File: src/rtl/sane_pkg.sv
`default_nettype none
package sane_pkg;

  localparam int COORD_BITS_DEF  = 12;
  localparam int SAMPLE_BITS_DEF = 16;
  localparam int ACC_BITS_DEF    = 64;

  localparam int NUM_SUMS = 14;
  localparam int NUM_MAT  = 10;

  localparam logic [2:0] REG_GRAD_THRESH   = 3'd0;
  localparam logic [2:0] REG_CENTER_X      = 3'd1;
  localparam logic [2:0] REG_CENTER_Y      = 3'd2;
  localparam logic [2:0] REG_ROBUST_ENABLE = 3'd3;
  localparam logic [2:0] REG_INV_SIGMA_SQ  = 3'd4;

  localparam logic [2:0] SEL_T4 = 3'd4;

  typedef struct packed {
    logic [15:0] grad_thresh;
    logic [12:0] center_x;
    logic [12:0] center_y;
    logic        robust_enable;
    logic [31:0] inv_sigma_sq;
  } sane_cfg_t;

  typedef struct packed {
    logic upd;
    logic fend;
  } sane_ctl_t;

  // Left operand of each sum: e index, or the scaled difference for the right side.
  function automatic logic [2:0] sane_sel_a(input logic [3:0] k);
    logic [2:0] s;
    case (k)
      4'd0, 4'd1, 4'd3, 4'd6: s = 3'd0;
      4'd2, 4'd4, 4'd7:       s = 3'd1;
      4'd5, 4'd8:             s = 3'd2;
      4'd9:                   s = 3'd3;
      default:                s = SEL_T4;
    endcase
    return s;
  endfunction

  function automatic logic [1:0] sane_sel_b(input logic [3:0] k);
    logic [1:0] s;
    case (k)
      4'd0:                          s = 2'd0;
      4'd1, 4'd2, 4'd11:             s = 2'd1;
      4'd3, 4'd4, 4'd5, 4'd12:       s = 2'd2;
      4'd6, 4'd7, 4'd8, 4'd9, 4'd13: s = 2'd3;
      default:                       s = 2'd0;
    endcase
    return s;
  endfunction

endpackage
`default_nettype wire

File: src/rtl/sane_queue.sv
`default_nettype none
module sane_queue
  import sane_pkg::*;
#(
  parameter int WIDTH = 8
) (
  input  wire logic             clk,
  input  wire logic             rst_n,
  input  wire logic             push,
  input  wire logic [WIDTH-1:0] push_data,
  output logic                  full,
  input  wire logic             pop,
  output logic                  nonempty,
  output logic [WIDTH-1:0]      pop_data
);

  logic [WIDTH-1:0] mem_r [2];
  logic             wp_r, rp_r;
  logic [1:0]       cnt_r;

  assign full     = (cnt_r == 2'd2);
  assign nonempty = (cnt_r != 2'd0);
  assign pop_data = mem_r[rp_r];

  always_ff @(posedge clk) begin
    if (push) begin
      mem_r[wp_r] <= push_data;
    end
  end

  always_ff @(posedge clk) begin
    if (!rst_n) begin
      wp_r  <= 1'b0;
      rp_r  <= 1'b0;
      cnt_r <= 2'd0;
    end else begin
      if (push) begin
        wp_r <= ~wp_r;
      end
      if (pop) begin
        rp_r <= ~rp_r;
      end
      cnt_r <= cnt_r + 2'(push) - 2'(pop);
    end
  end

endmodule
`default_nettype wire

File: config.mk
export PLATFORM = sky130hd
export DESIGN_NAME = sane_queue
export DESIGN_NICKNAME = d
export VERILOG_FILES = /design/src/rtl/sane_pkg.sv /design/src/rtl/sane_queue.sv
export SDC_FILE = /design/constraint.sdc
export NUM_CORES = 1
export LEC_CHECK = 0
export BUFFER_PORTS_ARGS = -buffer_cell sky130_fd_sc_hd__buf_2
export CAP_MARGIN = 10
export CORE_MARGIN = 1
export CORE_UTILIZATION = 52
export DETAILED_ROUTE_END_ITERATION = 10
export GPL_TIMING_DRIVEN = 0
export HOLD_SLACK_MARGIN = 0.03
export PLACE_DENSITY = 0.83
export SLEW_MARGIN = 20
export SYNTH_ARGS = -nofsm -noshare
export SYNTH_HDL_FRONTEND = slang
export SYNTH_SLANG_ARGS = --single-unit
File: constraint.sdc
create_clock -name clk -period 3.5 [get_ports clk]
set_input_delay 0.175 -clock clk [delete_from_list [all_inputs] [get_ports clk]]
set_output_delay 0.175 -clock clk [all_outputs]
set_load 0.01 [all_outputs]
* Word-level counts from Yosys, hierarchy flattened
Memories as Yosys holds them, arrays and structs flattened. A register that Yosys moved wholly into a read port is not among the register bits. Cells that the tools add are included. Widths: inputs -> output; s select.
Storage, ports and cells: register bits after elaboration 4, RAM bits 16, input port bits 12, output and inout bits 10, logic and storage cells 14, memories kept 1
Operators by class: add/subtract/negate cells 2, equal/unequal tests 1, mux-type cells 4, bitwise operators 2, reductions and logical operators 1
Memories:
- mem_r | depth 2, width 8, rd ports 1, clocked after memory_dff 1, wr ports 1, line sane_queue.sv:17 | logic [WIDTH-1:0] mem_r [2];
Operators by type and width (number):
- $mux 1 | 4
- $add 2x1->2 | 1
- $eq 2x2->1 const B | 1
- $not 1->1 | 2
- $reduce_bool 2->1 | 1
- $sub 2x1->2 | 1

* Logic depth before layout (Yosys ltp)
depth in word-level cells 3, mapped depth 6, mapped depth without buffers 6

* Worst setup path before layout
No wires, ideal clock.
path kind flip-flop to flip-flop, start point register cnt_r[0], end point register cnt_r[1], arrival 1.077 ns, path slack 2.357 ns, stages on the path, launching flop included 7, path through dfxtp_1 inv_1 ha_1 inv_1 ha_1 xnor3_1 nor2b_1
Between the ends: longest elaborated chain between the ends 2
Ends and longest elaborated chain:
- start: declaration | line sane_queue.sv:19 | logic [1:0] cnt_r;
- start signal: assignment | line sane_queue.sv:43 | cnt_r <= cnt_r + 2'(push) - 2'(pop);
- $add 2x1->2 | line sane_queue.sv:43
- $sub 2x1->2 | line sane_queue.sv:43
Every way passes these cells. A chain may end at the register's enable or synchronous reset.

==> metrics.md <==
| Metric | Value |
|---|---|
| Outcome | `completed` |
| Placed cell areas | `927 µm²` |
| RR Endpoint | `mem_r[0][3]` |
| First-pass GRT wire length | `between 1500 and 2000 µm` |
| Gr busiest metal | `met2` |
| Boundary Pins | `22` |
| Clk_lat worst skew | `300 ps` |
| Synth warn | `0` |
| Netlist cell types | `12` |
| Area of the multi-input gates | `210 µm²` |
| Routability congestion estimate | `a little over 0.6` |
| Dominant cells by area after synthesis | `edfxtp_1 60%, dfxtp_1 12%, mux2_1 11%` |
| Worst Hold Class | `in -> reg` |
| CTS Buffer Depth | `2` |
| Die area | `1710 µm²` |
| Top_reg_cell synth | `edfxtp_1` |
| Hold endpoint | `mem_r[1][1]` |
| IO buf count | `21` |
| Final setup viols | `0` |
| Share of cells above drive strength 1 | `0.361` |
| Drt wl/cell | `14.4 µm` |
| Arrival time worst endpoint | `1350 ps` |
| Vias per inst | `5.11` |
| Final Slew Violations | `0` |
| Total track usage | `0.182` |
| Sequential share of the synthesized area | `0.723` |
| Setup TNS | `0 ps` |
| Final ANT Viol Nets | `0` |
| Most frequent cell after synthesis | `edfxtp_1` |
| Fill cell count | `97` |
| Synth Register Bits | `21` |
| Routed vias | `around 450` |
| Final Skew | `2.26 ps` |
| Antenna cell count | `0` |
| Die Width | `41.3 µm` |
| Design Area, Final | `approximately 960 µm²` |
| Vias in the first global route | `418` |
| H-tree level count | `1` |
| Initial Util | `0.588` |
| Synth area leader | `edfxtp_1` |
| Avg Cell Area, Syn | `17.5 µm²` |
| Reg2Reg Setup Slack | `2230 ps` |
| Max_cap viols | `0` |
| Relative slew slack | `0.508` |
| Critical hold path startpoint | `push_data[1]` |
| Synth top cells by count | `16 x edfxtp_1, 8 x mux2_1, 5 x dfxtp_1` |
| Grt met2 use | `0.328` |
| Total power | `0.489 mW` |
| Critical path peak fanout | `8` |
| Nets | `87` |
| Met3 Usage GRT | `0.0319` |
| Post-DP HPWL | `974 µm` |
| Synthesized instance count | `46` |
| FMAX | `between 600 and 700 MHz` |
| Min Tclk post-route | `1520 ps` |
| CTS buffer count | `3` |
| Detailed Route WL | `about 1300 µm` |
| GR Overflow Total | `0` |
| CTS tree | `done` |
| Measured slew at the worst slew-check pin | `736 ps` |
| RSZ-0062 raised after global routing | `false` |
| Static leakage | `0.401 nW` |
| DP Cell Count | `82` |
| FFs w/ async S/R, synth | `0` |
| Remaining DRCs | `0` |
| Setup ws final | `1980 ps` |
| Post-Syn Area | `roughly 800 µm²` |
| CP endpoint kind | `output port` |
| R2r worst-path depth | `1` |
| Clk slew on worst S/H paths | `between 100 and 150 ps` |
| Drt first pass iters | `4` |
| Core Area | `1370 µm²` |
| Largest net degree at the start of global routing | `13` |
| Final Hold Viols | `0` |
| Root buf cell | `clkbuf_4` |
| Grt met1 use | `0.193` |
| Hold Path Depth | `1` |
| Startpoint types | `flop` |
| Cell Rows | `13` |
| Yosys top cell area share | `0.598` |
| Area Overhead vs Synth | `20.1%` |
| Initial antenna violation count | `0` |
| Pre-CTS worst setup slack | `2210 ps` |
| Final Non-Filler Cells | `87` |
| Clock sink count | `21` |
| Worst r2r src | `wp_r` |
| Net Count, Synth | `60` |
| P per Cell Area | `507 nW/µm²` |
| DIE HEIGHT | `approximately 41 µm` |
| CP required | `3320 ps` |
| Register Area | `581 µm²` |
| Final Cycle Share | `0.434` |
| Peak VDD IR | `0.000384 V` |
| Initial drt markers | `9` |
| Number of synthesized flops with an enable pin | `16` |
| Worst Setup Path Type | `reg -> out` |
-- power breakdown --
group | switching (mW) | leakage, nW | internal, mW | total (mW)
combinational | 0.0370 | 0.192 | 0.0430 | 0.0801
clock | 0.0722 | 0.0177 | 0.0426 | 0.115
sequential | 0.00729 | 0.192 | 0.287 | 0.294
total | 0.117 | 0.401 | 0.373 | 0.489
-- registers in the layout, indices dropped and copies added (netlist names), named ones only --
signal	cells
cnt_r	2
wp_r	1
mem_r	16
rp_r	1
-- final cells by class --
cell class	count	area share
Timing Repair Buffer	22	0.119
Clock inverter	1	0.00519
Clock buffer	3	0.0233
Tap cell	15	0.0195
Inverter	2	0.00778
Buffer	1	0.00519
Sequential cell	21	0.602
Multi-Input combinational cell	22	0.218
-- critical path, cell delays in order, from the launching register on --
cell,delay [ps]
dfxtp_1,320
buf_2,220
mux2_1,360
buf_2,150
-- per-stage QoR --
stage	hold WS [ps]	utilization
floorplan	274	-
global placement	365	0.679
detailed placement	369	0.679
CTS	50.5	0.699
global route	31.2	0.706
finish	57.3	0.706
-- placed cells by master (no fill, tap or decap), drive strengths merged --
master | netlist | final
clkbuf | 0 | 3
and2 | 4 | 4
clkinv | 0 | 1
xor2 | 1 | 1
nor2b | 4 | 4
buf | 1 | 22
inv | 2 | 2
or2 | 1 | 1
ha | 2 | 2
dlygate4sd3 | 0 | 1
edfxtp | 16 | 16
mux2 | 8 | 8
xnor3 | 1 | 1
dfxtp | 5 | 5
o21a | 1 | 1
-- cells by family (layout without fill, tap and decap cells) --
family,count (synthesis),after routing,share of synthesized area
buffers and inverters,3,29,0.0156
and+or+nand+nor,9,9,0.0701
xor gates and xnor gates,2,2,0.0389
adders and majority gates,2,2,0.0311
DFF,21,21,0.723
muxes,8,8,0.112
AOI/OAI and AO/OA,1,1,0.00935
-- routing by layer --
metal / vias to the layer above / wire [µm]
met1: 214 / 506
met2: 12 / 696
met4: 0 / 8
li1: 217 / -
met5: - / 0
met3: 2 / 45
-- timing repair --
action / 4_1_cts / 5_1_grt
gates resized for setup: 0 / 0
setup endpoints to repair: 0 / 0
hold buffers: 0 / 1
buffers inserted: 0 / 0
endpoints found under the hold margin: 0 / 2
-- worst max path at each step --
stage / startpoint / to / slack (ps) / cells after the start
after floorplan: cnt_r[0] / cnt_r[1] / 2360 / 6
after global placement: push / mem_r[0][3] / 2190 / 2
after detailed placement: push / mem_r[0][3] / 2210 / 2
after CTS: flop / pop_data[2] / 1970 / 3
after global routing: flop / pop_data[2] / 1910 / 3
final: flop / pop_data[6] / 1980 / 3
(Power assumes the default switching activity.)
