===== src/rtl/sane_pkg.sv =====
`default_nettype none
package sane_pkg;

  localparam int COORD_BITS_DEF  = 12;
  localparam int SAMPLE_BITS_DEF = 16;
  localparam int ACC_BITS_DEF    = 64;

  localparam int NUM_SUMS = 14;
  localparam int NUM_MAT  = 10;

  localparam logic [2:0] REG_GRAD_THRESH   = 3'd0;
  localparam logic [2:0] REG_CENTER_X      = 3'd1;
  localparam logic [2:0] REG_CENTER_Y      = 3'd2;
  localparam logic [2:0] REG_ROBUST_ENABLE = 3'd3;
  localparam logic [2:0] REG_INV_SIGMA_SQ  = 3'd4;

  localparam logic [2:0] SEL_T4 = 3'd4;

  typedef struct packed {
    logic [15:0] grad_thresh;
    logic [12:0] center_x;
    logic [12:0] center_y;
    logic        robust_enable;
    logic [31:0] inv_sigma_sq;
  } sane_cfg_t;

  typedef struct packed {
    logic upd;
    logic fend;
  } sane_ctl_t;

  // Left operand of each sum: e index, or the scaled difference for the right side.
  function automatic logic [2:0] sane_sel_a(input logic [3:0] k);
    logic [2:0] s;
    case (k)
      4'd0, 4'd1, 4'd3, 4'd6: s = 3'd0;
      4'd2, 4'd4, 4'd7:       s = 3'd1;
      4'd5, 4'd8:             s = 3'd2;
      4'd9:                   s = 3'd3;
      default:                s = SEL_T4;
    endcase
    return s;
  endfunction

  function automatic logic [1:0] sane_sel_b(input logic [3:0] k);
    logic [1:0] s;
    case (k)
      4'd0:                          s = 2'd0;
      4'd1, 4'd2, 4'd11:             s = 2'd1;
      4'd3, 4'd4, 4'd5, 4'd12:       s = 2'd2;
      4'd6, 4'd7, 4'd8, 4'd9, 4'd13: s = 2'd3;
      default:                       s = 2'd0;
    endcase
    return s;
  endfunction

endpackage
`default_nettype wire


===== src/rtl/sane_front.sv =====
`default_nettype none
module sane_front
  import sane_pkg::*;
#(
  parameter int COORD_BITS  = COORD_BITS_DEF,
  parameter int SAMPLE_BITS = SAMPLE_BITS_DEF,
  localparam int DW = SAMPLE_BITS + 1,
  localparam int CW = ((COORD_BITS + 1 > 13) ? COORD_BITS + 1 : 13) + 1,
  localparam int QW = 2 + 3 * DW + 2 * CW
) (
  input  wire sane_cfg_t               cfg,
  input  wire logic [COORD_BITS-1:0]   pixel_x,
  input  wire logic [COORD_BITS-1:0]   pixel_y,
  input  wire logic [SAMPLE_BITS-1:0]  ref_sample,
  input  wire logic [SAMPLE_BITS-1:0]  warp_center,
  input  wire logic [SAMPLE_BITS-1:0]  warp_left,
  input  wire logic [SAMPLE_BITS-1:0]  warp_right,
  input  wire logic [SAMPLE_BITS-1:0]  warp_up,
  input  wire logic [SAMPLE_BITS-1:0]  warp_down,
  input  wire logic [4:0]              invalid_mask,
  input  wire logic                    frame_end,
  output logic                         keep,
  output logic [QW-1:0]                entry
);

  localparam int TW = (DW > 17) ? DW : 17;

  logic signed [DW-1:0] t, dx, dy;
  logic [DW-1:0] mag_dx, mag_dy;
  logic [TW-1:0] th2;
  logic [CW-1:0] xh, yh;
  logic pass;
  sane_ctl_t ctl;

  always_comb begin
    t  = DW'(signed'(warp_center)) - DW'(signed'(ref_sample));
    dx = DW'(signed'(warp_right)) - DW'(signed'(warp_left));
    dy = DW'(signed'(warp_down)) - DW'(signed'(warp_up));
    mag_dx = dx[DW-1] ? DW'(-dx) : DW'(dx);
    mag_dy = dy[DW-1] ? DW'(-dy) : DW'(dy);
    th2 = TW'({cfg.grad_thresh, 1'b0});
    pass = (TW'(mag_dx) >= th2) || (TW'(mag_dy) >= th2);
    xh = {{(CW-COORD_BITS-1){1'b0}}, pixel_x, 1'b0} - {{(CW-13){1'b0}}, cfg.center_x};
    yh = {{(CW-COORD_BITS-1){1'b0}}, pixel_y, 1'b0} - {{(CW-13){1'b0}}, cfg.center_y};
    ctl.upd  = (invalid_mask == 5'd0) && pass;
    ctl.fend = frame_end;
    keep  = ctl.upd || ctl.fend;
    entry = {ctl, t, dx, dy, xh, yh};
  end

endmodule
`default_nettype wire


===== config.mk =====
export PLATFORM = sky130hd
export DESIGN_NAME = sane_front
export DESIGN_NICKNAME = d
export VERILOG_FILES = /design/src/rtl/sane_pkg.sv /design/src/rtl/sane_front.sv
export SDC_FILE = /design/constraint.sdc
export NUM_CORES = 1
export LEC_CHECK = 0
export BUFFER_PORTS_ARGS = -buffer_cell sky130_fd_sc_hd__buf_2
export CAP_MARGIN = 10
export CORE_AREA = 3 3 110 112
export DETAILED_ROUTE_END_ITERATION = 10
export DIE_AREA = 0 0 113 115
export PLACE_DENSITY_LB_ADDON = 0.2
export RECOVER_POWER = 50
export SYNTH_ARGS = -nofsm -noshare
export SYNTH_HDL_FRONTEND = slang
export SYNTH_SLANG_ARGS = --single-unit

===== constraint.sdc =====
create_clock -name vclk -period 9.8
set_clock_uncertainty 0.05 [all_clocks]
set_input_delay 1.96 -clock vclk [all_inputs]
set_output_delay 1.96 -clock vclk [all_outputs]
set_load 0.02 [all_outputs]

* Yosys cells after proc, flatten, opt, wreduce, memory -nomap -nowiden
Index checks and enable logic that the tools add are counted.
** Storage, ports and cells
- Flip-flop bits (word level) :: 0
- Bits in latches :: 0
- Bits in writable memories :: 0
- Bits in read-only memories :: 0
- Word-level logic and storage cells :: 15
- Memories kept :: 0
** Cells by class
- $add $sub $neg :: 7
- Multipliers :: 0
- Div/mod/pow operators :: 0
- $lt $le $gt $ge :: 2
- Equality and inequality tests :: 0
- Shifts and indexed selects :: 0
- Muxes and demuxes :: 2
- Bitwise gates (word level) :: 0
- Reductions and logical operators :: 4
** Operators with widths (number)
- subtractor 16 x 16 -> 17 bit :: 3
- greater-or-equal comparator 17 bit :: 2
- two-way mux 17 bit :: 2
- negation 17 bit :: 2
- subtractor 13 x 13 -> 14 bit :: 2
- logical NOT 5 bit :: 1
- logical OR 1 bit :: 2
- logical AND 1 bit :: 1

* Logic depth before layout (Yosys ltp)
Gate-level depths: netlist of run 1.
- Word-level depth :: 7
- Mapped depth :: 24

* Worst setup path before layout of run 1
Ideal clock, no wire load.
- Kind :: input -> output
- Start point :: input warp_down[0]
- End point :: output keep
- Arrival :: 6.257 ns
- Path slack :: 1.533 ns
- Stages :: 21
- Cell sequence :: inv_1 ha_1 inv_1 fa_1 a21o_1 a2111oi_4 o31ai_1 o41ai_2 o21bai_1 a21oi_2 buf_2 nand2_1 xnor2_1 ha_1 o21a_1 o21a_1 o311ai_0 a21oi_1 o41ai_1 nand2_1 or2_2
** On the way
- Cells in the longest elaborated chain, start to end :: 7
** Ends and longest elaborated chain
- start, declared :: RTL line sane_front.sv:19 : input wire logic [SAMPLE_BITS-1:0] warp_down,
- subtractor 16 x 16 -> 17 bit * :: RTL line sane_front.sv:38 : dy = DW'(signed'(warp_down)) - DW'(signed'(warp_up));
- via entry[44] :: RTL line sane_front.sv:23 : output logic [QW-1:0] entry
- negation 17 bit :: RTL line sane_front.sv:40 : mag_dy = dy[DW-1] ? DW'(-dy) : DW'(dy);
- two-way mux 17 bit * :: RTL line sane_front.sv:40
- greater-or-equal comparator 17 bit * :: RTL line sane_front.sv:42 : pass = (TW'(mag_dx) >= th2) || (TW'(mag_dy) >= th2);
- logical OR 1 bit * :: RTL line sane_front.sv:42
- logical AND 1 bit * :: RTL line sane_front.sv:45 : ctl.upd = (invalid_mask == 5'd0) && pass;
- via entry[80] :: RTL line sane_front.sv:23
- logical OR 1 bit * :: RTL line sane_front.sv:47 : keep = ctl.upd || ctl.fend;
- end, declared :: RTL line sane_front.sv:22 : output logic keep,
Mark *: on every way through the listed nets, which the timed path passes. The rest lies on a longest branch.

* Final worst setup path of run 1
- Start point :: input warp_down[0]
- End point :: output keep
** On the way
- Cells in the longest elaborated chain, start to end :: 7
** Ends and longest elaborated chain (RTL line)
- subtractor 16 x 16 -> 17 bit * :: sane_front.sv:38
- negation 17 bit :: sane_front.sv:40
- two-way mux 17 bit * :: sane_front.sv:40
- greater-or-equal comparator 17 bit * :: sane_front.sv:42
- logical OR 1 bit * :: sane_front.sv:42
- logical AND 1 bit * :: sane_front.sv:45
- logical OR 1 bit * :: sane_front.sv:47
Mark *: on every way between the ends. The rest lies on a longest branch, timed or not.

==> flow_metrics.py, run 1 <==
metrics = {
    "drt": {
        "route.met2.wl_mm": 6.06,
        "drt_iter0_markers": 167,
        "drcViolationCount": 0,
        "first_pass_iters": 6,
        "finalWirelength_mm": 13.0,
        "met3_length_um": 779,
        "num_vias": 5597,
        "final_antenna_net_count": 0,
        "avgRoutedWirePerCell_um": 11.7,
        "dr.max_layer_used": "met4",
        "m1WireLength_mm": 6.01,
        "vias_per_cell": 5.05,
    },
    "place": {
        "port_buffers": 250,
        "place.gp.congestion": 0.881,
        "dpl-instance-area_mm2": 0.00640,
        "place.detailed.hpwl_mm": 11.9,
        "dpl.cell_count": 1108,
    },
    "clock_tree": {
        "hold_buffers": 0,
        "ctsResizeCount": 0,
        "postCtsSetupRepairBufs": 0,
    },
    "power_and_ir_drop": {
        "p_total_uw": 582,
        "cellPowerDensity_mw_per_mm2": 91.7,
        "ir_worst_vdd_v": 0.0000496,
        "p_leak_uw": 0.00347,
    },
    "synth": {
        "synthTopCellsByCount": "inv_1, ha_1, nor2_1",
        "yosys.area.top_type": "ha_1",
        "synth_area_leaders": "ha_1, xnor2_1, inv_1",
        "synth.most_common_cell": "inv_1",
        "yosysSeqAreaShare": 0,
        "yosysWarnings": 0,
        "syn_inst": 721,
        "syn_area_mm2": 0.00500,
        "synthDistinctLibCells": 66,
        "synth_top_area_frac": 0.265,
        "syn_area_per_cell_um2": 6.94,
        "synth_nets": 1033,
    },
    "finish": {
        "n_clock_buffer": 0,
        "synthToLayoutAreaGrowth_pct": 26.9,
        "final_area_mm2": 0.00635,
        "stdcell_count": 1109,
        "multi_input_area_mm2": 0.00446,
        "drive_gt1_frac": 0.244,
        "fill_cells": 1185,
        "nFlopsAndLatches": 0,
        "ff_latch_area_um2": 0,
        "num-nets-final": 1279,
    },
    "setup_path": {
        "crit_fanout": 3,
        "end_kind": "output port",
        "cp.required_ns": 7.79,
        "arrival_ns": 6.60,
        "cp-start-kind": "input pin",
        "worstSetupPathType": "input pin to output port",
    },
    "timing": {
        "setup_viol": 0,
        "fmax_ghz": 0.116,
        "finalCritPeriodShare": 0.878,
        "slew_viol_final": 0,
        "finalSetupTns_ns": 0,
        "rsz0062_at_grt": "no",
        "hold_slack_ns": 4.14,
        "worstMarginPinSlew_ns": 0.743,
        "timing.final.crit_period_ns": 8.61,
        "slew_headroom": 0.500,
        "hold_viol_final": 0,
    },
    "floorplan": {
        "die_area_mm2": 0.0130,
        "coreArea_mm2": 0.0113,
        "num_rows": 39,
        "dieWidth_um": 113,
        "die_h_um": 115,
        "start_util": 0.442,
        "io_pins": 283,
    },
    "global_route": {
        "grt_max_degree": 18,
        "grt_pass1_wl_mm": 20.8,
        "grt_pass1_vias": 4945,
        "antenna_found_initial": 0,
        "gr-usage-all-layers": 0.181,
        "overflow": 0,
    },
    "status": {
        "outcome": "complete, no violations",
    },
    "min_path": {
        "hp-class": "input pin to output port",
        "hold_depth": 2,
    },
    "job": {
        "drv_cap": 0,
    },
}
worst max-delay path, cell delays in order:
cell and delay, ns:
buf_2 0.09, inv_1 0.04, ha_1 0.17, inv_1 0.06, fa_1 0.39, a21o_1 0.24
a2111oi_4 0.35, o31ai_1 0.16, o41ai_2 0.31, o21bai_1 0.18, a21oi_2 0.20, nor2b_1 0.18
xnor2_1 0.15, ha_1 0.27, nor2b_1 0.13, o21a_1 0.16, o21a_1 0.16, o311ai_0 0.34
a21oi_1 0.13, o41ai_1 0.33, nand2_1 0.14, or2_2 0.28, buf_2 0.16
stage by stage:
stage	utilization	setup slack [ns]
floorplan	-	1.53
global placement	0.565	1.14
detailed placement	0.565	1.10
CTS	0.565	1.09
global route	0.560	0.677
finish	0.561	1.19
cell usage in the layout (no fill, tap or decap), types with 3 or more instances in the layout:
cell type / instances
a21boi_0: 10
o21a_1: 13
nor2_1: 61
nor3_1: 17
o21ai_0: 31
xor2_1: 18
and3_1: 4
and2_1: 3
buf_2: 210
o31a_1: 5
a31oi_1: 9
a21o_1: 10
a21oi_1: 40
a211oi_1: 12
nor4_1: 4
ha_1: 106
fa_1: 5
nand3_1: 15
nor2b_1: 21
nand3b_1: 4
o31ai_1: 11
o21ai_1: 4
or3_1: 9
clkbuf_1: 40
or2_2: 4
nand2_1: 45
o211ai_1: 4
nand2b_1: 8
inv_1: 131
o21bai_1: 3
o2111ai_1: 5
nand4_1: 7
xnor2_1: 57
final cells by class:
type / instances / share of cell area
multi-input combinational: 582 / 0.702
inverter: 131 / 0.0775
antenna: 1 / 0.000394
tap: 143 / 0.0282
timing repair buffer: 252 / 0.192
routing by layer:
layer | GRT usage | vias up
met5 | 0 | -
met4 | 0.0248 | 0
met3 | 0.0116 | 14
met2 | 0.330 | 159
met1 | 0.241 | 2432
li1 | - | 2992
final timing paths:
path	start	to	slack [ns]
max	warp_down[0]	keep	1.19
min	frame_end	entry[79]	4.14
logic make-up (layout without fill, tap and decap cells):
kind of cell | count (synthesis) | count (layout) | synth area share
XOR/XNOR | 76 | 76 | 0.135
other | 0 | 1 | 0
AND/OR/NAND/NOR | 215 | 215 | 0.222
buffers and inverters | 139 | 383 | 0.109
AO/OA/AOI/OAI | 177 | 177 | 0.244
adder cells (fa/ha/maj) | 111 | 111 | 0.285
multiplexers | 3 | 3 | 0.00625
report_power, final:
group          internal, uW   leakage [uW]  switching (uW)
Sequential                0              0               0
Clock             0.0000137  0.00000000634               0
Combinational           239        0.00347             343
No activity file was read; power rests on OpenSTA's default activity.
==> run 2: changes to the inputs <==
--- a/config.mk
+++ b/config.mk
@@ -7,9 +7,12 @@
 export LEC_CHECK = 0
 export BUFFER_PORTS_ARGS = -buffer_cell sky130_fd_sc_hd__buf_2
 export CAP_MARGIN = 10
-export CORE_AREA = 3 3 110 112
+export CELL_PAD_IN_SITES_DETAIL_PLACEMENT = 2
+export CELL_PAD_IN_SITES_GLOBAL_PLACEMENT = 2
+export CORE_ASPECT_RATIO = 1.4
+export CORE_MARGIN = 3
+export CORE_UTILIZATION = 25
 export DETAILED_ROUTE_END_ITERATION = 10
-export DIE_AREA = 0 0 113 115
 export PLACE_DENSITY_LB_ADDON = 0.2
 export RECOVER_POWER = 50
 export SYNTH_ARGS = -nofsm -noshare
==> run 2 against run 1 <==
First-iteration DRC count fell by 57%; via count is 6.2% higher; maximum frequency decreased by 2.2%; critical path type unchanged.
==> flow_metrics.py, run 2 (synthesized netlist as in run 1, its figures left out) <==
metrics = {
    "setup_path": {
        "path_buf_inv": 4,
        "crit_path_max_incr_delay_ns": 0.39,
        "cp.depth": 23,
        "cp.required_ns": 7.79,
        "cpMaxStageDelayCell": "fa_1",
        "crit_fanout": 3,
        "worstPathCellList": "buf_2 > inv_1 > ha_1 > inv_1 > fa_1 > a21o_1 > a2111oi_4 > o31ai_1 > o41ai_2 > o21bai_1 > a21oi_2 > nor2b_1 > xnor2_1 > ha_1 > nor2b_1 > o21a_1 > o21a_1 > o311ai_0 > a21oi_1 > o41ai_1 > nand2_1 > or2_2 > buf_2",
        "end_kind": "output port",
        "arrival_ns": 6.79,
        "worstSetupPathType": "input pin to output port",
        "cp-start-kind": "input pin",
        "crit_end": "keep",
        "startpoint": "warp_down[0]",
        "cpLargestDelayFamily": "compound AO/OA/AOI/OAI gates",
    },
    "finish": {
        "multi_input_area_mm2": 0.00446,
        "ff_latch_area_um2": 0,
        "num-nets-final": 1280,
        "drive_gt1_frac": 0.244,
        "final_cell_mix": "buf_2, inv_1, ha_1, nor2_1, xnor2_1",
        "final_area_mm2": 0.00649,
        "synthToLayoutAreaGrowth_pct": 29.7,
        "final_common_cell": "buf_2",
        "n_clock_buffer": 0,
        "fill_cells": 2473,
        "nFlopsAndLatches": 0,
    },
    "global_route": {
        "overflow": 0,
        "antenna_found_initial": 2,
        "grt_max_degree": 18,
        "grt_pass1_wl_mm": 30.4,
        "top_usage_layer": "met2",
        "globalRouteMet1Util": 0.172,
        "grt_pass1_vias": 6514,
        "met2_usage": 0.342,
        "grt_use_met3": 0.0126,
        "gr-usage-all-layers": 0.160,
    },
    "drt": {
        "finalWirelength_mm": 18.1,
        "drcViolationCount": 0,
        "first_pass_iters": 4,
        "vias_per_cell": 4.89,
        "drt_iter0_markers": 72,
        "final_antenna_net_count": 0,
        "avgRoutedWirePerCell_um": 14.9,
        "num_vias": 5946,
    },
    "power_and_ir_drop": {
        "p_leak_uw": 0.00347,
        "seqPwrFrac": 0,
        "cellPowerDensity_mw_per_mm2": 93.3,
        "p_sw_uw": 364,
        "ir_worst_vdd_v": 0.0000364,
        "pwr-share-comb": 1.000,
        "clkPwrFrac": 0,
        "swShare": 0.601,
        "p_int_uw": 242,
    },
    "floorplan": {
        "die_area_mm2": 0.0218,
        "num_rows": 60,
        "die_h_um": 173,
        "coreArea_mm2": 0.0194,
        "io_pins": 283,
        "dieWidth_um": 126,
        "start_util": 0.257,
    },
    "timing": {
        "fmax_ghz": 0.114,
        "finalCritPeriodShare": 0.898,
        "slew_headroom": 0.408,
        "hold_slack_ns": 4.13,
        "timing.final.crit_period_ns": 8.80,
        "hold_viol_final": 0,
        "setup_viol": 0,
        "rsz0062_at_grt": "no",
        "worstMarginPinSlew_ns": 0.881,
        "finalSetupTns_ns": 0,
        "slew_viol_final": 0,
    },
    "status": {
        "outcome": "complete, no violations",
    },
    "min_path": {
        "hp-class": "input pin to output port",
    },
    "clock_tree": {
        "ctsResizeCount": 0,
        "hold_buffers": 0,
        "postCtsSetupRepairBufs": 0,
    },
    "job": {
        "drv_cap": 0,
    },
    "place": {
        "port_buffers": 250,
        "dpl-instance-area_mm2": 0.00654,
        "place.detailed.hpwl_mm": 16.9,
        "place.gp.congestion": 0.796,
    },
}
## run 2: power groups by stage
| stage | combinational [uW] | sequential [uW] | clock (uW) |
|---|---|---|---|
| finish | 605 | 0 | 0.0000273 |
| global route | 685 | 0 | 0.0000273 |
| CTS | 629 | 0 | 0 |
| detailed placement | 626 | 0 | 0 |
| global placement | 611 | 0 | 0 |
| floorplan | 429 | 0 | 0 |
## run 2: layer usage
layer / wire length, um / vias to the layer above
li1: - / 2978
met3: 692 / 8
met2: 10500 / 130
met1: 6890 / 2830
met5: 0 / -
met4: 104 / 0
## run 2: worst min path at each step
stage	slack, ns	from	cells past startpoint	end
after detailed placement	4.10	frame_end	2	entry[79]
final	4.13	frame_end	2	entry[79]
after floorplan	3.98	cfg[33]	1	entry[0]
after global routing	4.14	frame_end	2	entry[79]
after global placement	4.10	frame_end	2	entry[79]
after CTS	4.10	frame_end	2	entry[79]
## run 2: cell type report
cell class	instances	share of cell area
multi-input cells	582	0.687
repair buffers	253	0.189
inverters	131	0.0758
well taps	248	0.0478
diodes	2	0.000771
## run 2: metrics by stage
| stage | cells | util | setup slack (ns) | power [uW] |
|---|---|---|---|---|
| 6_report | 1216 | 0.334 | 1.00 | 605 |
| 5_1_grt | 1216 | 0.334 | 0.618 | 685 |
| 4_1_cts | 1214 | 0.336 | 0.804 | 629 |
| 3_5_place_dp | 1214 | 0.336 | 0.819 | 626 |
| 3_3_place_gp | 1214 | 0.336 | 0.957 | 611 |
| 2_1_floorplan | 721 | - | 1.53 | 429 |
